$ cat config.mk
export PLATFORM = sky130hd
export DESIGN_NAME = hop_payload_tlv_parser
export DESIGN_NICKNAME = d
export VERILOG_FILES = /design/src/rtl/hpt_pkg.sv /design/src/rtl/hop_payload_tlv_parser.sv /design/src/rtl/hpt_cfg_regs.sv /design/src/rtl/hpt_byte_parser.sv
export VERILOG_INCLUDE_DIRS = /design/src /design/src/rtl
export SDC_FILE = /design/constraint.sdc
export NUM_CORES = 1
export LEC_CHECK = 0
export CAP_MARGIN = 15
export CORE_MARGIN = 2
export CORE_UTILIZATION = 64
export DETAILED_ROUTE_END_ITERATION = 12
export DONT_BUFFER_PORTS = 1
export PLACE_DENSITY = 0.8
export SYNTH_ARGS = -nofsm -noshare
export SYNTH_HDL_FRONTEND = slang
export SYNTH_HIERARCHICAL = 1
export SYNTH_SLANG_ARGS = --single-unit
$ cat constraint.sdc
create_clock -name clk -period 8 [get_ports clk]
set_input_delay 0 -clock clk [delete_from_list [all_inputs] [get_ports clk]]
set_output_delay 0 -clock clk [all_outputs]
set_load 0.02 [all_outputs]
$ cat src/rtl/hop_payload_tlv_parser_defines.svh
// Assertion macros shared by the hop payload TLV parser RTL.
// Depends on nothing; every user must have clk and rst_n in scope.
`ifndef HOP_PAYLOAD_TLV_PARSER_DEFINES_SVH
`define HOP_PAYLOAD_TLV_PARSER_DEFINES_SVH

`ifndef SYNTHESIS
// Same-cycle implication, checked on every rising clk edge outside reset.
`define HPT_ASSERT_IMP(lbl, ante, cons, msg) \
    lbl: assert property (@(posedge clk) disable iff (!rst_n) (ante) |-> (cons)) \
        else $error(msg);
// Next-cycle implication, checked on every rising clk edge outside reset.
`define HPT_ASSERT_NXT(lbl, ante, cons, msg) \
    lbl: assert property (@(posedge clk) disable iff (!rst_n) (ante) |=> (cons)) \
        else $error(msg);
`else
`define HPT_ASSERT_IMP(lbl, ante, cons, msg)
`define HPT_ASSERT_NXT(lbl, ante, cons, msg)
`endif

`endif

$ cat src/rtl/hpt_pkg.sv
// Shared types, codes and helper functions of the hop payload TLV parser.
// Depends on nothing; used by every module of the block.
package hpt_pkg;

    // Status codes of a result transaction.
    localparam logic [3:0] ST_OK          = 4'd0;
    localparam logic [3:0] ST_BAD_PREFIX  = 4'd1;
    localparam logic [3:0] ST_SHORT_TYPE  = 4'd2;
    localparam logic [3:0] ST_NO_LENGTH   = 4'd3;
    localparam logic [3:0] ST_SHORT_LEN   = 4'd4;
    localparam logic [3:0] ST_OVERRUN     = 4'd5;
    localparam logic [3:0] ST_BAD_AMOUNT  = 4'd6;
    localparam logic [3:0] ST_BAD_CLTV    = 4'd7;
    localparam logic [3:0] ST_BAD_CHANNEL = 4'd8;

    // Configuration register indexes.
    localparam logic [1:0] CFG_AMOUNT  = 2'd0;
    localparam logic [1:0] CFG_TIMEOUT = 2'd1;
    localparam logic [1:0] CFG_CHANNEL = 2'd2;

    // Kind of the current record.
    localparam logic [1:0] KIND_SKIP    = 2'd0;
    localparam logic [1:0] KIND_AMOUNT  = 2'd1;
    localparam logic [1:0] KIND_TIMEOUT = 2'd2;
    localparam logic [1:0] KIND_CHANNEL = 2'd3;

    localparam logic [7:0]  BIGSIZE_EXT = 8'd253;
    localparam logic [15:0] AMOUNT_LEN  = 16'd8;
    localparam logic [15:0] TIMEOUT_LEN = 16'd4;
    localparam logic [15:0] CHANNEL_LEN = 16'd8;

    typedef struct packed {
        logic [15:0] amount_code;
        logic [15:0] timeout_code;
        logic [15:0] channel_code;
    } type_codes_t;

    typedef struct packed {
        logic [3:0]  status;
        logic [63:0] amount;
        logic [31:0] timeout_value;
        logic [63:0] channel_id;
    } result_t;

    // The amount code wins over the timeout code, and timeout over channel.
    function automatic logic [1:0] kind_of(input logic [15:0] t, input type_codes_t c);
        logic [1:0] k;
        if (t == c.amount_code)
            k = KIND_AMOUNT;
        else if (t == c.timeout_code)
            k = KIND_TIMEOUT;
        else if (t == c.channel_code)
            k = KIND_CHANNEL;
        else
            k = KIND_SKIP;
        return k;
    endfunction

    // Length check done when a record's value is complete.
    function automatic logic [3:0] length_error(input logic [1:0] k, input logic [15:0] len);
        logic [3:0] e;
        e = ST_OK;
        unique case (k)
            KIND_AMOUNT:  if (len != AMOUNT_LEN)  e = ST_BAD_AMOUNT;
            KIND_TIMEOUT: if (len != TIMEOUT_LEN) e = ST_BAD_CLTV;
            KIND_CHANNEL: if (len != CHANNEL_LEN) e = ST_BAD_CHANNEL;
            default:      e = ST_OK;
        endcase
        return e;
    endfunction

endpackage

$ cat src/rtl/hop_payload_tlv_parser.sv
// The last byte of a payload is parsed combinationally as it leaves the input register, and
// its result transaction is presented on the master side from the result register.
// Throughput: one byte per cycle unless stalled; the single parse stage updates once per byte.
// A result waiting on the master side stalls only a following last byte.
// Reset: rst_n is asynchronous and active low; it clears the parse state and both stages
// and restores the type codes to 2, 4 and 6.
//
// Top level of the hop payload TLV parser. Depends on hpt_pkg, hpt_cfg_regs,
// hpt_byte_parser and hop_payload_tlv_parser_defines.svh.
`include "hop_payload_tlv_parser_defines.svh"

module hop_payload_tlv_parser (
    input  logic          clk,
    input  logic          rst_n,
    // Configuration write port.
    input  logic          cfg_wr_en,
    input  logic [1:0]    cfg_index,
    input  logic [15:0]   cfg_wdata,
    // Byte stream in.
    input  logic          s_tvalid,
    output logic          s_tready,
    input  logic [7:0]    s_tdata,   // [7:0] byte_value
    input  logic          s_tlast,   // last_byte
    // Result stream out.
    output logic          m_tvalid,
    input  logic          m_tready,
    output logic [167:0]  m_tdata    // [3:0] status, [67:4] amount, [99:68] timeout_value,
                                     // [163:100] channel_id, [167:164] zero
);

    hpt_pkg::type_codes_t codes;
    hpt_pkg::result_t     par_res;
    logic                 par_valid;

    // Input register: holds one accepted byte until the parser consumes it.
    logic       in_valid_reg, in_valid_next;
    logic [7:0] in_byte_reg;
    logic       in_last_reg;
    logic       advance;
    logic       s_accept;

    // Result register.
    logic             out_valid_reg, out_valid_next;
    hpt_pkg::result_t out_res_reg;

    hpt_cfg_regs u_cfg (
        .clk       (clk),
        .rst_n     (rst_n),
        .cfg_wr_en (cfg_wr_en),
        .cfg_index (cfg_index),
        .cfg_wdata (cfg_wdata),
        .codes     (codes)
    );

    // A byte that is not last moves on freely; a last byte needs room in the result
    // register, which is free when empty or when its transaction completes now.
    assign advance  = in_valid_reg && (!in_last_reg || !out_valid_reg || m_tready);
    assign s_tready = !in_valid_reg || advance;
    assign s_accept = s_tvalid && s_tready;

    always_comb
    begin
        in_valid_next = in_valid_reg;
        if (s_accept)
            in_valid_next = 1'b1;
        else if (advance)
            in_valid_next = 1'b0;
    end

    always_ff @(posedge clk or negedge rst_n)
    begin
        if (!rst_n)
            in_valid_reg <= 1'b0;
        else
            in_valid_reg <= in_valid_next;
    end

    always_ff @(posedge clk)
    begin
        if (s_accept)
        begin
            in_byte_reg <= s_tdata;
            in_last_reg <= s_tlast;
        end
    end

    hpt_byte_parser u_parser (
        .clk        (clk),
        .rst_n      (rst_n),
        .take       (advance),
        .byte_value (in_byte_reg),
        .last_byte  (in_last_reg),
        .codes      (codes),
        .res_valid  (par_valid),
        .res        (par_res)
    );

    always_comb
    begin
        out_valid_next = out_valid_reg;
        if (par_valid)
            out_valid_next = 1'b1;
        else if (m_tready)
            out_valid_next = 1'b0;
    end

    always_ff @(posedge clk or negedge rst_n)
    begin
        if (!rst_n)
            out_valid_reg <= 1'b0;
        else
            out_valid_reg <= out_valid_next;
    end

    always_ff @(posedge clk)
    begin
        if (par_valid)
            out_res_reg <= par_res;
    end

    assign m_tvalid = out_valid_reg;
    assign m_tdata  = {4'd0, out_res_reg.channel_id, out_res_reg.timeout_value,
                       out_res_reg.amount, out_res_reg.status};

    `HPT_ASSERT_IMP(a_err_zero, m_tvalid && (m_tdata[3:0] != hpt_pkg::ST_OK), m_tdata[163:4] == 160'd0, "values not cleared on error status")
    `HPT_ASSERT_IMP(a_status_rng, m_tvalid, m_tdata[3:0] <= hpt_pkg::ST_BAD_CHANNEL, "status code out of range")
    `HPT_ASSERT_NXT(a_in_hold, in_valid_reg && !advance, in_valid_reg && $stable(in_byte_reg) && $stable(in_last_reg), "stalled input byte lost")
    `HPT_ASSERT_NXT(a_last_waits, in_valid_reg && in_last_reg && out_valid_reg && !m_tready, in_valid_reg && in_last_reg, "last byte dropped while result stalled")

endmodule

$ cat src/rtl/hpt_cfg_regs.sv
// Configuration registers holding the three captured TLV type codes.
// Depends on hpt_pkg for the register indexes and the code struct.
module hpt_cfg_regs (
    input  logic                clk,
    input  logic                rst_n,
    input  logic                cfg_wr_en,
    input  logic [1:0]          cfg_index,
    input  logic [15:0]         cfg_wdata,
    output hpt_pkg::type_codes_t codes
);

    hpt_pkg::type_codes_t codes_reg;

    always_ff @(posedge clk or negedge rst_n)
    begin
        if (!rst_n)
        begin
            codes_reg.amount_code  <= 16'd2;
            codes_reg.timeout_code <= 16'd4;
            codes_reg.channel_code <= 16'd6;
        end
        else if (cfg_wr_en)
        begin
            unique case (cfg_index)
                hpt_pkg::CFG_AMOUNT:  codes_reg.amount_code  <= cfg_wdata;
                hpt_pkg::CFG_TIMEOUT: codes_reg.timeout_code <= cfg_wdata;
                hpt_pkg::CFG_CHANNEL: codes_reg.channel_code <= cfg_wdata;
                default:              codes_reg <= codes_reg;
            endcase
        end
    end

    assign codes = codes_reg;

endmodule

$ cat src/rtl/hpt_byte_parser.sv
// Parse state of the TLV stream and its one-byte update step.
// Depends on hpt_pkg and on hop_payload_tlv_parser_defines.svh for assertions.
`include "hop_payload_tlv_parser_defines.svh"

module hpt_byte_parser (
    input  logic                 clk,
    input  logic                 rst_n,
    input  logic                 take,
    input  logic [7:0]           byte_value,
    input  logic                 last_byte,
    input  hpt_pkg::type_codes_t codes,
    output logic                 res_valid,
    output hpt_pkg::result_t     res
);

    localparam logic [2:0] PH_TYPE     = 3'd0;
    localparam logic [2:0] PH_TYPE_EXT = 3'd1;
    localparam logic [2:0] PH_LEN      = 3'd2;
    localparam logic [2:0] PH_LEN_EXT  = 3'd3;
    localparam logic [2:0] PH_VALUE    = 3'd4;
    localparam logic [2:0] PH_ERROR    = 3'd5;

    logic [2:0]  phase_reg,  phase_next;
    logic [1:0]  prefix_reg, prefix_next;
    logic [15:0] type_reg,   type_next;
    logic [15:0] len_reg,    len_next;
    logic [15:0] left_reg,   left_next;
    logic [63:0] amount_reg, amount_next;
    logic [31:0] timeout_reg, timeout_next;
    logic [63:0] channel_reg, channel_next;
    logic [3:0]  err_reg,    err_next;

    logic [1:0]  kind_cur;
    logic        start_req;
    logic        finish_req;
    logic [3:0]  fin_err;
    logic [3:0]  status_v;

    assign kind_cur = hpt_pkg::kind_of(type_reg, codes);

    always_comb
    begin
        phase_next   = phase_reg;
        prefix_next  = prefix_reg;
        type_next    = type_reg;
        len_next     = len_reg;
        left_next    = left_reg;
        amount_next  = amount_reg;
        timeout_next = timeout_reg;
        channel_next = channel_reg;
        err_next     = err_reg;
        start_req    = 1'b0;
        finish_req   = 1'b0;
        fin_err      = hpt_pkg::ST_OK;

        unique case (phase_reg)
            PH_TYPE_EXT:
            begin
                type_next   = {type_reg[7:0], byte_value};
                prefix_next = prefix_reg - 2'd1;
                if (prefix_next == 2'd0)
                    phase_next = PH_LEN;
            end
            PH_LEN:
            begin
                if (byte_value < hpt_pkg::BIGSIZE_EXT)
                begin
                    len_next  = {8'd0, byte_value};
                    start_req = 1'b1;
                end
                else if (byte_value == hpt_pkg::BIGSIZE_EXT)
                begin
                    len_next    = 16'd0;
                    prefix_next = 2'd2;
                    phase_next  = PH_LEN_EXT;
                end
                else
                begin
                    err_next   = hpt_pkg::ST_BAD_PREFIX;
                    phase_next = PH_ERROR;
                end
            end
            PH_LEN_EXT:
            begin
                len_next    = {len_reg[7:0], byte_value};
                prefix_next = prefix_reg - 2'd1;
                if (prefix_next == 2'd0)
                    start_req = 1'b1;
            end
            PH_VALUE:
            begin
                unique case (kind_cur)
                    hpt_pkg::KIND_AMOUNT:  amount_next  = {amount_reg[55:0], byte_value};
                    hpt_pkg::KIND_TIMEOUT: timeout_next = {timeout_reg[23:0], byte_value};
                    hpt_pkg::KIND_CHANNEL: channel_next = {channel_reg[55:0], byte_value};
                    default:               amount_next  = amount_reg;
                endcase
                left_next = left_reg - 16'd1;
                if (left_next == 16'd0)
                    finish_req = 1'b1;
            end
            PH_ERROR:
            begin
                phase_next = PH_ERROR;
            end
            default:
            begin
                // Expecting the first byte of a type.
                if (byte_value < hpt_pkg::BIGSIZE_EXT)
                begin
                    type_next  = {8'd0, byte_value};
                    phase_next = PH_LEN;
                end
                else if (byte_value == hpt_pkg::BIGSIZE_EXT)
                begin
                    type_next   = 16'd0;
                    prefix_next = 2'd2;
                    phase_next  = PH_TYPE_EXT;
                end
                else
                begin
                    err_next   = hpt_pkg::ST_BAD_PREFIX;
                    phase_next = PH_ERROR;
                end
            end
        endcase

        // A zero-length record is finished as soon as its length is known.
        if (start_req)
        begin
            left_next = len_next;
            if (len_next == 16'd0)
                finish_req = 1'b1;
            else
                phase_next = PH_VALUE;
        end

        if (finish_req)
        begin
            fin_err = hpt_pkg::length_error(kind_cur, len_next);
            if (fin_err != hpt_pkg::ST_OK)
            begin
                err_next   = fin_err;
                phase_next = PH_ERROR;
            end
            else
            begin
                phase_next = PH_TYPE;
            end
        end
    end

    // Status of a payload that ends on this byte.
    always_comb
    begin
        status_v = err_next;
        if (err_next == hpt_pkg::ST_OK)
        begin
            unique case (phase_next)
                PH_TYPE_EXT: status_v = hpt_pkg::ST_SHORT_TYPE;
                PH_LEN:      status_v = hpt_pkg::ST_NO_LENGTH;
                PH_LEN_EXT:  status_v = hpt_pkg::ST_SHORT_LEN;
                PH_VALUE:    status_v = hpt_pkg::ST_OVERRUN;
                default:     status_v = hpt_pkg::ST_OK;
            endcase
        end
    end

    assign res_valid         = take & last_byte;
    assign res.status        = status_v;
    assign res.amount        = (status_v == hpt_pkg::ST_OK) ? amount_next  : 64'd0;
    assign res.timeout_value = (status_v == hpt_pkg::ST_OK) ? timeout_next : 32'd0;
    assign res.channel_id    = (status_v == hpt_pkg::ST_OK) ? channel_next : 64'd0;

    // The last byte of a payload returns the parse state to its start.
    always_ff @(posedge clk or negedge rst_n)
    begin
        if (!rst_n)
        begin
            phase_reg   <= PH_TYPE;
            prefix_reg  <= 2'd0;
            type_reg    <= 16'd0;
            len_reg     <= 16'd0;
            left_reg    <= 16'd0;
            amount_reg  <= 64'd0;
            timeout_reg <= 32'd0;
            channel_reg <= 64'd0;
            err_reg     <= hpt_pkg::ST_OK;
        end
        else if (take)
        begin
            if (last_byte)
            begin
                phase_reg   <= PH_TYPE;
                prefix_reg  <= 2'd0;
                type_reg    <= 16'd0;
                len_reg     <= 16'd0;
                left_reg    <= 16'd0;
                amount_reg  <= 64'd0;
                timeout_reg <= 32'd0;
                channel_reg <= 64'd0;
                err_reg     <= hpt_pkg::ST_OK;
            end
            else
            begin
                phase_reg   <= phase_next;
                prefix_reg  <= prefix_next;
                type_reg    <= type_next;
                len_reg     <= len_next;
                left_reg    <= left_next;
                amount_reg  <= amount_next;
                timeout_reg <= timeout_next;
                channel_reg <= channel_next;
                err_reg     <= err_next;
            end
        end
    end

    `HPT_ASSERT_IMP(a_err_phase, 1'b1, (phase_reg == PH_ERROR) == (err_reg != hpt_pkg::ST_OK), "error code and error phase disagree")
    `HPT_ASSERT_IMP(a_prefix_cnt, (phase_reg == PH_TYPE_EXT) || (phase_reg == PH_LEN_EXT), (prefix_reg == 2'd1) || (prefix_reg == 2'd2), "prefix byte count out of range")
    `HPT_ASSERT_IMP(a_value_left, phase_reg == PH_VALUE, left_reg != 16'd0, "value phase with no bytes left")

endmodule

==> qor.yml, run 1 <==
crit_required_ps: 8250
switching_power_mw: 1.689
outcome: "complete, no violations"
clock.fmax_mhz: 186.7
largest_reg_flops: 164
syn2layout_area_growth_pct: 10.33
drt_iter0_drc: 1296
timing.rr.end: "m_tdata[7]"
switching_share_pct: 28.38
synth.top_cells.by_count: "263 x dfrtp_1, 182 x a22o_1, 173 x edfxtp_1"
wl_per_cell_microns: 23.39
synth_most_common_cell: "dfrtp_1"
start_util_pct: 64.44
clkLatencyLatePin_ps: 540
clockBufferDepth: 3
syn_area_per_cell_sq_um: 13.09
hold_class: "primary input to async pin"
cap_violations: 0
hold_slack_ps: 58.71
crit_end: "m_tdata[7]"
p_comb_share_pct: 16.2
grt_pass1_vias: 12620
clk_pin_slew_worst_paths_ps: 60
critical_path_class: "flop to flop"
met1_length_mm: 19.58
ys_ff_latch: 440
core_sq_mm: 0.03131
die_h_microns: 181.6
rsz0062_at_grt: "no"
gp_congestion: 0.9387
p_seq_share_pct: 45.7
h-tree-depth: 2
p_leak_nw: 9.746
cts_tree: "done"
routed_wl_mm: 45.53
antenna_left: 0
grt_pass1_wl_mm: 72.79
finalClockSkew_ps: 14.39
ff2ff_path_depth: 9
fp.dieW_microns: 181.6
yosys_warnings: 6
cts_buffers: 45
critPathMaxFanout: 113
via_per_inst: 6.639
r2r-start: "in_byte_reg[5]"
syn_area_sq_mm: 0.02018
cp_data_arrival_time_ps: 5600
relSlewSlack_pct: 23.61
fin_area_sq_mm: 0.02226
dpl.hpwl_mm: 27.58
setup_tns_ps: 0
powerDensity_mw_per_mm2: 267.3
setup_viol: 0
worst_slew_pin_slew_ps: 1146
routed-wl-met2_mm: 21.74
syn_inst: 1541
endpoint_kind: "flop"
intPower_mw: 4.261
ys_seq_area_share_pct: 58.89
ys.flop_type: "dfrtp_1"
wl_met3_mm: 2.760
fin_crit_sh_pct: 66.95
cts-resized-gates: 0
ys_top_cells_by_area: "dfrtp_1 33%, edfxtp_1 26%, a22o_1 7.9%, mux2i_1 7.8%, nor3_2 5.0%"
ioPinCount: 202
grt-ovfl-total: 0
ir_drop_mv: 0.1976
rrSetupSlack_ps: 2640
synth_top_area_share_pct: 32.62
dpl_cell_area_sq_mm: 0.02025
yosys.area.top_type: "dfrtp_1"
first_pass_iters: 5
maxSlewViolCount: 0
synth.distinct_cells: 70
clockPowerShare_pct: 38.1
cts_root_buf: "clkbuf_16"
min_period_ps: 5356
highest_layer: "met4"
synthArstFlopShare_pct: 60.68
die_area_sq_mm: 0.03296
worstSetupStartpoint: "in_byte_reg[5]"
nNetsFinal: 1543
fp-row-count: 65
drc_errors: 0
cts_sinks: 440
grt_max_degree: 268
start_kind: "flop"
drive_above_1_share_pct: 17.42
synth_edf_count: 173
antenna_found_initial: 1
finalHoldViolCount: 0
port_buffers: 0
grt_util_all_layers_pct: 27.88
fill_cells: 2083
dr_total_vias: 12930
metrics by stage:
stage	setup slack (ps)	utilization (%)	power (mW)	std cells
2_1_floorplan	2177	-	3.460	1544
5_1_grt	2416	71.09	6.193	1947
3_3_place_gp	2992	64.67	3.619	1828
3_5_place_dp	2763	64.67	3.647	1828
6_report	2644	71.09	5.950	1947
4_1_cts	2757	70.99	5.961	1945
cells by family (layout without fill, tap and decap cells):
group                    Yosys count  count (layout)  synth area share (%)
AO/OA/AOI/OAI                    342             342                 13.04
XOR/XNOR                          54              54                 2.344
adder cells (fa/ha/maj)            3               3                0.1861
buffers and inverters            165             165                 3.876
flip-flops                       440             440                 58.89
multiplexers                     207             207                 10.57
other                              1               5               0.01859
AND/OR/NAND/NOR                  329             329                 11.07
worst min-delay path by stage:
stage / startpoint / slack [ps] / to / cells past startpoint
3_3_place_gp: rst_n / -280 / u_parser/left_reg[6] / 0
5_1_grt: rst_n / 90 / u_parser/amount_reg[13] / 2
3_5_place_dp: rst_n / -280 / u_parser/left_reg[6] / 0
6_report: rst_n / 60 / u_parser/amount_reg[13] / 2
2_1_floorplan: rst_n / -300 / in_valid_reg / 0
4_1_cts: s_tdata[1] / 70 / in_byte_reg[1] / 1
layer usage:
| layer | vias up | GRT usage [%] |
|---|---|---|
| met3 | 88 | 4.633 |
| met4 | 0 | 9.561 |
| met5 | - | 0 |
| li1 | 5768 | - |
| met2 | 527 | 43.75 |
| met1 | 6544 | 40.02 |
repair_timing:
item / 4_1_cts / 5_1_grt
buffers inserted: 0 / 0
endpoints found under the hold margin: 335 / 0
hold buffers: 34 / 0
worst max-delay path, stage by stage, from the launching register on:
cell and delay (ps):
edfxtp_1 710, nand4_1 520, o41a_4 650, a221o_1 370, nor4_4 430, a22o_1 520, nand3_1 330, nand2_4 670
buf_12 530, nor3_1 160
power by group through the flow:
stage               Sequential [mW]  Combinational [mW]  Clock [mW]
global placement               2.75               0.874           0
global route                   2.73                1.06        2.40
CTS                            2.71               0.948        2.30
detailed placement             2.75               0.895           0
finish                         2.72               0.963        2.27
floorplan                      2.67               0.793           0
layout by cell type, fill, tap and decap left out, drive strengths merged, types with 4 or more instances in the layout:
cell         synthesis  routed
dfrtp              263     263
a22o               182     182
edfxtp             173     173
nor3               173     173
mux2i              158     158
clkbuf              93      57
nor2                55      55
mux2                49      49
o21ai               44      44
xor2                34      34
dlygate4sd3          0      33
a21oi               31      31
inv                 30      30
nand2               23      23
o22ai               21      21
xnor2               20      20
nor4                19      19
buf                 42      19
nand4               14      14
clkinv               0      14
a22oi               12      12
bufinv               0      11
a31oi               11      11
nand2b               9       9
a21o                 7       7
or2                  6       6
nor2b                4       4
conb                 1       4
dfstp                4       4
o31ai                4       4
and2                 4       4
a21boi               4       4
nand3b               4       4
cell type report:
class / instances / area [sq um] / area share, %
inverters: 30 / 112.6 / 0.5059
clock inverters: 26 / 410.4 / 1.844
flip-flops and latches: 440 / 11880 / 53.38
multi-input cells: 939 / 7599 / 34.14
clock buffers: 57 / 1212 / 5.447
diodes: 1 / 2.502 / 0.01124
well taps: 402 / 503.0 / 2.260
repair buffers: 52 / 538.0 / 2.417
Note: power is estimated with default switching activity, not from simulation.
==> inputs of run 2 (changes only) <==
- ABC_AREA: default -> 1
- clock period: 8 -> 5.6 ns (I/O delays scaled with it)
==> run 2 against run 1 <==
Net effect: the flow now finishes with violations (hold timing); maximum frequency rose by 19%; flip-flop and latch count did not move; core utilization rose by 0.71 points; total power rose by 53%; clock power rose by 36%; combinational power rose by 130%; via count rose by 15%; wire length rose by 8.6%; non-clock buffer count rose by 10; worst hold slack got worse by 900 ps; global-route usage rose by 2.3 points.
==> qor.yml, run 2 <==
fin_crit_sh_pct: 80.32  # +13 points
dpl.hpwl_mm: 30.17  # +9.4%
hold_slack_ps: -842.8  # -901.6 ps
gp_congestion: 0.9067  # -3.4%
powerDensity_mw_per_mm2: 413.3  # +55%
fin_ws_ps: 1102  # -1541 ps
endpoint_kind: "flop"
h-tree-depth: 2  # unchanged
p_seq_share_pct: 42.2  # -3.5 points
core_sq_mm: 0.03067  # -2.1%
drt_iter0_drc: 1744  # +35%
syn2layout_area_growth_pct: 10.45
syn_area_sq_mm: 0.01994  # -1.2%
fp.dieW_microns: 180.5  # -0.58%
switching_power_mw: 3.129  # +85%
hold_class: "primary input to async pin"
violations: "hold timing"
synth.distinct_cells: 50  # -29%
finalClockSkew_ps: 23.65  # +9.261 ps
cts_hold_buf: 51  # +50%
critPathMaxFanout: 120  # +6.2%
synth.top_cells.by_count: "429 x nand2_1, 263 x dfrtp_1, 231 x inv_1"
worstSetupStartpoint: "in_byte_reg[1]"
setup_tns_ps: 0  # unchanged
layout_common_cells: "427 x nand2_1, 263 x dfrtp_1, 230 x inv_1"
ys.flop_type: "dfrtp_1"
clock.fmax_mhz: 222.3  # +19%
worst_slew_pin_slew_ps: 1144  # -2.152 ps
clockPowerShare_pct: 34.0  # -4.1 points
grt_pass1_wl_mm: 78.87  # +8.4%
dp.cells: 2375  # +30%
postLayoutCoreUtil_pct: 71.80  # +0.71 points
diodes: 0  # -1
ys_ff_latch: 440  # unchanged
fp-row-count: 64  # -1.5%
layout_commonest_cell: "nand2_1"
critical_path_class: "flop to flop"
p_comb_share_pct: 23.8  # +7.6 points
cts-resized-gates: 0  # unchanged
r2r-start: "in_byte_reg[1]"
outcome: "finished, violations left"
yosys_warnings: 6  # unchanged
nNetsFinal: 2111  # +37%
largest_reg_flops: 164  # unchanged
yosys.area.top_type: "dfrtp_1"
post_cts_buffers: 0  # unchanged
via_per_inst: 5.943  # -10%
ioPinCount: 202  # unchanged
cts_root_buf: "clkbuf_16"
drive_above_1_share_pct: 10.65  # -6.8 points
crit_required_ps: 5880  # -2370 ps
relSlewSlack_pct: 23.50  # -0.11 points
grt_util_all_layers_pct: 30.14  # +2.3 points
setup_viol: 0  # unchanged
synth_edf_count: 173  # unchanged
cap_violations: 0  # unchanged
dp_slack_ps: 1229  # -1534 ps
wl_per_cell_microns: 19.72  # -16%
start_util_pct: 65.00  # +0.57 points
ys_seq_area_share_pct: 59.60  # +0.71 points
antenna_left: 0  # unchanged
dr_total_vias: 14910  # +15%
clkLatencyLatePin_ps: 550  # about the same
grt_pass1_vias: 14580  # +16%
synth_top_area_share_pct: 33.01  # +0.39 points
drc_errors: 0  # unchanged
syn_area_per_cell_sq_um: 9.571  # -27%
synthArstFlopShare_pct: 60.68  # unchanged
ys_top_cells_by_area: "dfrtp_1 33%, edfxtp_1 26%, nand2_1 8.1%, o22ai_1 5.4%, o21ai_0 5.3%"
antenna_found_initial: 0  # -1
ir_drop_mv: 0.7304  # +270%
clk_pin_slew_worst_paths_ps: 60  # about the same
crit_end: "m_tdata[90]"
intPower_mw: 5.972  # +40%
fin_total_pwr_mw: 9.101  # +53%
grt_max_degree: 268  # unchanged
routed_wl_mm: 49.47  # +8.6%
port_buffers: 0  # unchanged
die_h_microns: 180.5  # -0.58%
grt-ovfl-total: 0  # unchanged
switching_share_pct: 34.38  # +6.0 points
timing.rr.end: "m_tdata[90]"
dpl_cell_area_sq_mm: 0.01995  # -1.5%
ff2ff_path_depth: 23  # +14
syn_inst: 2083  # +35%
die_area_sq_mm: 0.03258  # -1.2%
cts_sinks: 440  # unchanged
finalHoldViolCount: 267  # +267
first_pass_iters: 7  # +2
clockBufferDepth: 3  # unchanged
start_kind: "flop"
maxSlewViolCount: 0  # unchanged
layout.cells.non_filler: 2508  # +29%
fin_area_sq_mm: 0.02202  # -1.1%
min_period_ps: 4498  # -858.6 ps
synth_most_common_cell: "nand2_1"
rrSetupSlack_ps: 1100  # -1540 ps
cp_data_arrival_time_ps: 4770  # -830 ps
rsz0062_at_grt: "no"
p_leak_nw: 9.179  # -5.8%
cts_buffers: 44  # -2.2%
cts_tree: "done"
## run 2: cell count changes after synthesis, moves of 150 or more
| cell | delta |
|---|---|
| nand2_1 | +406 |
| o22ai_1 | +150 |
| mux2i_1 | -158 |
| o21ai_0 | +173 |
| inv_1 | +201 |
| a22o_1 | -182 |
## run 2: power groups by stage
stage               sequential (mW)  clock [mW]  combinational [mW]
floorplan                      3.85           0                1.90
global placement               3.89           0                2.06
detailed placement             3.90           0                2.08
CTS                            3.84        3.13                2.14
global route                   3.87        3.28                2.39
finish                         3.84        3.09                2.17
## run 2: cell families after synthesis
kind of cell | synth area share (%)
and+or+nand+nor | 18.52
other | 0.01881
DFF | 59.60
buffers and inverters | 7.889
xor gates and xnor gates | 2.065
AOI/OAI and AO/OA | 11.72
adders and majority gates | 0.1883
## run 2: cell type report
type,instances,area (sq um)
clock buffers,57,1211
fillers,2088,8650
multi-input cells,1286,6548
flip-flops and latches,440,11880
clock inverters,25,336.6
repair buffers,62,628.1
well taps,396,495.5
inverters,242,919.6
## run 2: worst min path at each step
stage / startpoint / to / slack [ps] / cells past startpoint
final: rst_n / u_parser/amount_reg[8] / -840 / 0
after global routing: rst_n / u_parser/amount_reg[8] / -870 / 0
after CTS: rst_n / u_parser/amount_reg[8] / -860 / 0
after detailed placement: rst_n / u_parser/amount_reg[8] / -280 / 0
after global placement: rst_n / u_parser/amount_reg[8] / -280 / 0
after floorplan: rst_n / in_valid_reg / -300 / 0
## run 2: critical path: stages (launching register included)
cell      delay [ps]
edfxtp_1         550
inv_2            200
nand2_1          130
nor2_2           180
nand2_4          120
nand2_1           80
nand2_1           50
nand2_1           60
o21ai_1          130
nor2_1           130
nand2_1          140
nor2_1           150
nand2_1          120
nand2_1           80
inv_1             40
o21ai_1          170
nand2_1           90
nor2_1           170
nand3_1          100
nand2_1           90
nor2_1            90
nand2_8          570
buf_4            440
nor2_1            90
## run 2: routing by layer
layer	part of all wire (%)	global-route usage, %
met2	47	47.02
met1	42	42.45
met3	8.3	6.184
met5	0	0
met4	3.5	10.84
==> inputs of run 3 (changes only) <==
- CORE_UTILIZATION: 64 -> 58
- PLACE_DENSITY: 0.8 -> 0.76
- clock period: 5.6 -> 4.1 ns (I/O delays scaled with it)
==> run 3 against run 2 <==
Net effect: the run still ends with hold timing left; setup slack got worse by 830 ps; clock skew shrank 4.8 ps; critical endpoint is now m_tdata[162]; highest routed layer unchanged; non-clock buffer count grew 4.
==> qor.yml, run 3 (synthesis gave the netlist of run 2 again) <==
antenna_found_initial: 0  # unchanged
cp_common_cell: "nand2_1"
routed_wl_mm: 49.78  # +0.63%
wl_per_cell_microns: 19.41  # -1.6%
finalClockSkew_ps: 18.88  # -4.770 ps
cts_sinks: 440  # unchanged
ir_drop_mv: 0.4347  # -40%
cap_violations: 0  # unchanged
worst_path_largest_cell_delay_ps: 540  # -30 ps
finalHoldViolCount: 267  # unchanged
clk_pin_slew_worst_paths_ps: 60  # about the same
endpoint_kind: "flop"
first_pass_iters: 6  # -1
cts_buffers: 44  # unchanged
dpl.hpwl_mm: 30.57  # +1.3%
antenna_left: 0  # unchanged
relSlewSlack_pct: 24.24  # +0.73 points
via_per_inst: 5.860  # -1.4%
largest_reg_flops: 164  # unchanged
nNetsFinal: 2116  # +0.24%
violations: "hold timing"
critPathMaxFanout: 42  # -65%
core_sq_mm: 0.03370  # +9.9%
setup_tns_ps: 0  # unchanged
rrSetupSlack_ps: 270  # -830 ps
fp-row-count: 67  # +4.7%
diodes: 0  # unchanged
cts_tree: "done"
grt_util_all_layers_pct: 27.62  # -2.5 points
crit_buf_inv: 3  # unchanged
drt_iter0_drc: 1646  # -5.6%
grt-ovfl-total: 0  # unchanged
hold_slack_ps: -839.8  # +3.023 ps
cts_root_buf: "clkbuf_16"
h-tree-depth: 2  # unchanged
syn2layout_area_growth_pct: 11.25
start_util_pct: 59.16  # -5.8 points
hold_class: "primary input to async pin"
cp_cell_sequence: "inv_2 -> nand2_1 -> nor2_2 -> nand2_4 -> nand2_1 -> nand2_1 -> nand2_1 -> o21ai_1 -> nor2_1 -> nand2_1 -> nor2_1 -> nand2_1 -> nand2_1 -> inv_1 -> o21ai_1 -> nand2_1 -> nor2_1 -> nand3_1 -> nand2_1 -> nor2_4 -> nand2_8 -> buf_12 -> nor2_1"
maxSlewViolCount: 0  # unchanged
powerDensity_mw_per_mm2: 570.2  # +38%
dpl_cell_area_sq_mm: 0.02015  # +1.0%
cts_hold_buf: 45  # -12%
fin_crit_sh_pct: 93.42  # +13 points
outcome: "finished, violations left"
dp_slack_ps: 295.4  # -933.2 ps
gp_congestion: 0.9738  # +7.4%
clkLatencyLatePin_ps: 560  # about the same
die_area_sq_mm: 0.03587  # +10%
drive_above_1_share_pct: 11.01  # +0.35 points
drc_errors: 0  # unchanged
worst_slew_pin_slew_ps: 1133  # -10.94 ps
grt_max_degree: 268  # unchanged
die_h_microns: 189.4  # +4.9%
setup_viol: 0  # unchanged
fin_total_pwr_mw: 12.65  # +39%
min_period_ps: 3830  # -667.5 ps
layout_common_cells: "427 x nand2_1, 263 x dfrtp_1, 230 x inv_1"
cp_data_arrival_time_ps: 4130  # -640 ps
grt_pass1_vias: 14660  # +0.56%
rsz0062_at_grt: "yes"
fin_area_sq_mm: 0.02218  # +0.73%
start_kind: "flop"
fp.dieW_microns: 189.4  # +4.9%
layout_commonest_cell: "nand2_1"
p_leak_nw: 9.229  # +0.55%
crit_required_ps: 4400  # -1480 ps
ioPinCount: 202  # unchanged
crit_family: "simple AND/OR/NAND/NOR gates"
cp_slowest_cell: "edfxtp_1"
port_buffers: 0  # unchanged
clockBufferDepth: 3  # unchanged
critical_path_class: "flop to flop"
fin_ws_ps: 269.6  # -832.5 ps
grt_pass1_wl_mm: 78.58  # -0.38%
dr_total_vias: 15030  # +0.84%
clock.fmax_mhz: 261.1  # +17%
-- run 3: cell types whose count changed in the layout (fill, tap and decap cells not counted), sizes merged --
cell,previous run,this run
clkinv,17,9
clkbuf,57,70
buf,12,22
dlygate4sd3,50,44
nand2,443,444
inv,242,240
bufinv,6,3
-- run 3: final cells by class --
class / instances / area [sq um]
Clock inverter: 12 / 168.9
Inverter: 242 / 918.4
Sequential cell: 440 / 11880
Fill cell: 2610 / 11520
Clock buffer: 70 / 1371
Multi-Input combinational cell: 1287 / 6574
Tap cell: 448 / 560.5
Timing Repair Buffer: 66 / 705.7
-- run 3: timing repair --
action	CTS	global route
resized for setup	0	4
endpoints found under the setup margin	0	121
setup buffers	0	0
endpoints found under the hold margin	336	267
-- run 3: path summary, 6_finish.rpt --
path	start	endpoint	cells after the start
max	in_byte_reg[1]	m_tdata[162]	23
min	rst_n	u_parser/amount_reg[10]	0
max reg2reg	in_byte_reg[1]	m_tdata[162]	23
min reg2reg	u_parser/len_reg[10]	u_parser/len_reg[10]	2
max in group asynchronous	rst_n	u_parser/channel_reg[43]	0
min in group clk	s_tlast	in_last_reg	1
-- run 3: per-stage QoR --
step                      instances  hold WS (ps)  utilization (%)
after detailed placement       2437        -276.1            59.80
final                          2565        -839.8            65.82
after CTS                      2564        -864.9            65.74
after floorplan                2086        -295.6                -
after global placement         2437        -275.6            59.80
after global routing           2565        -869.3            65.82
-- run 3: power by group --
part           internal, mW  switching, mW  total (mW)  leakage, nW
registers              4.90          0.361        5.26         5.30
logic                 0.876           2.32        3.19         3.18
clock network          2.49           1.70        4.19        0.748
total                  8.27           4.38        12.6         9.23
-- run 3: routing by layer --
metal  global-route usage [%]  up-vias  share of wire, %
met5                        0        -                 0
met3                    6.766      115               9.7
met1                    38.71     7251                41
met4                    8.646        0               3.1
met2                    42.93      713                46
li1                         -     6951                 -
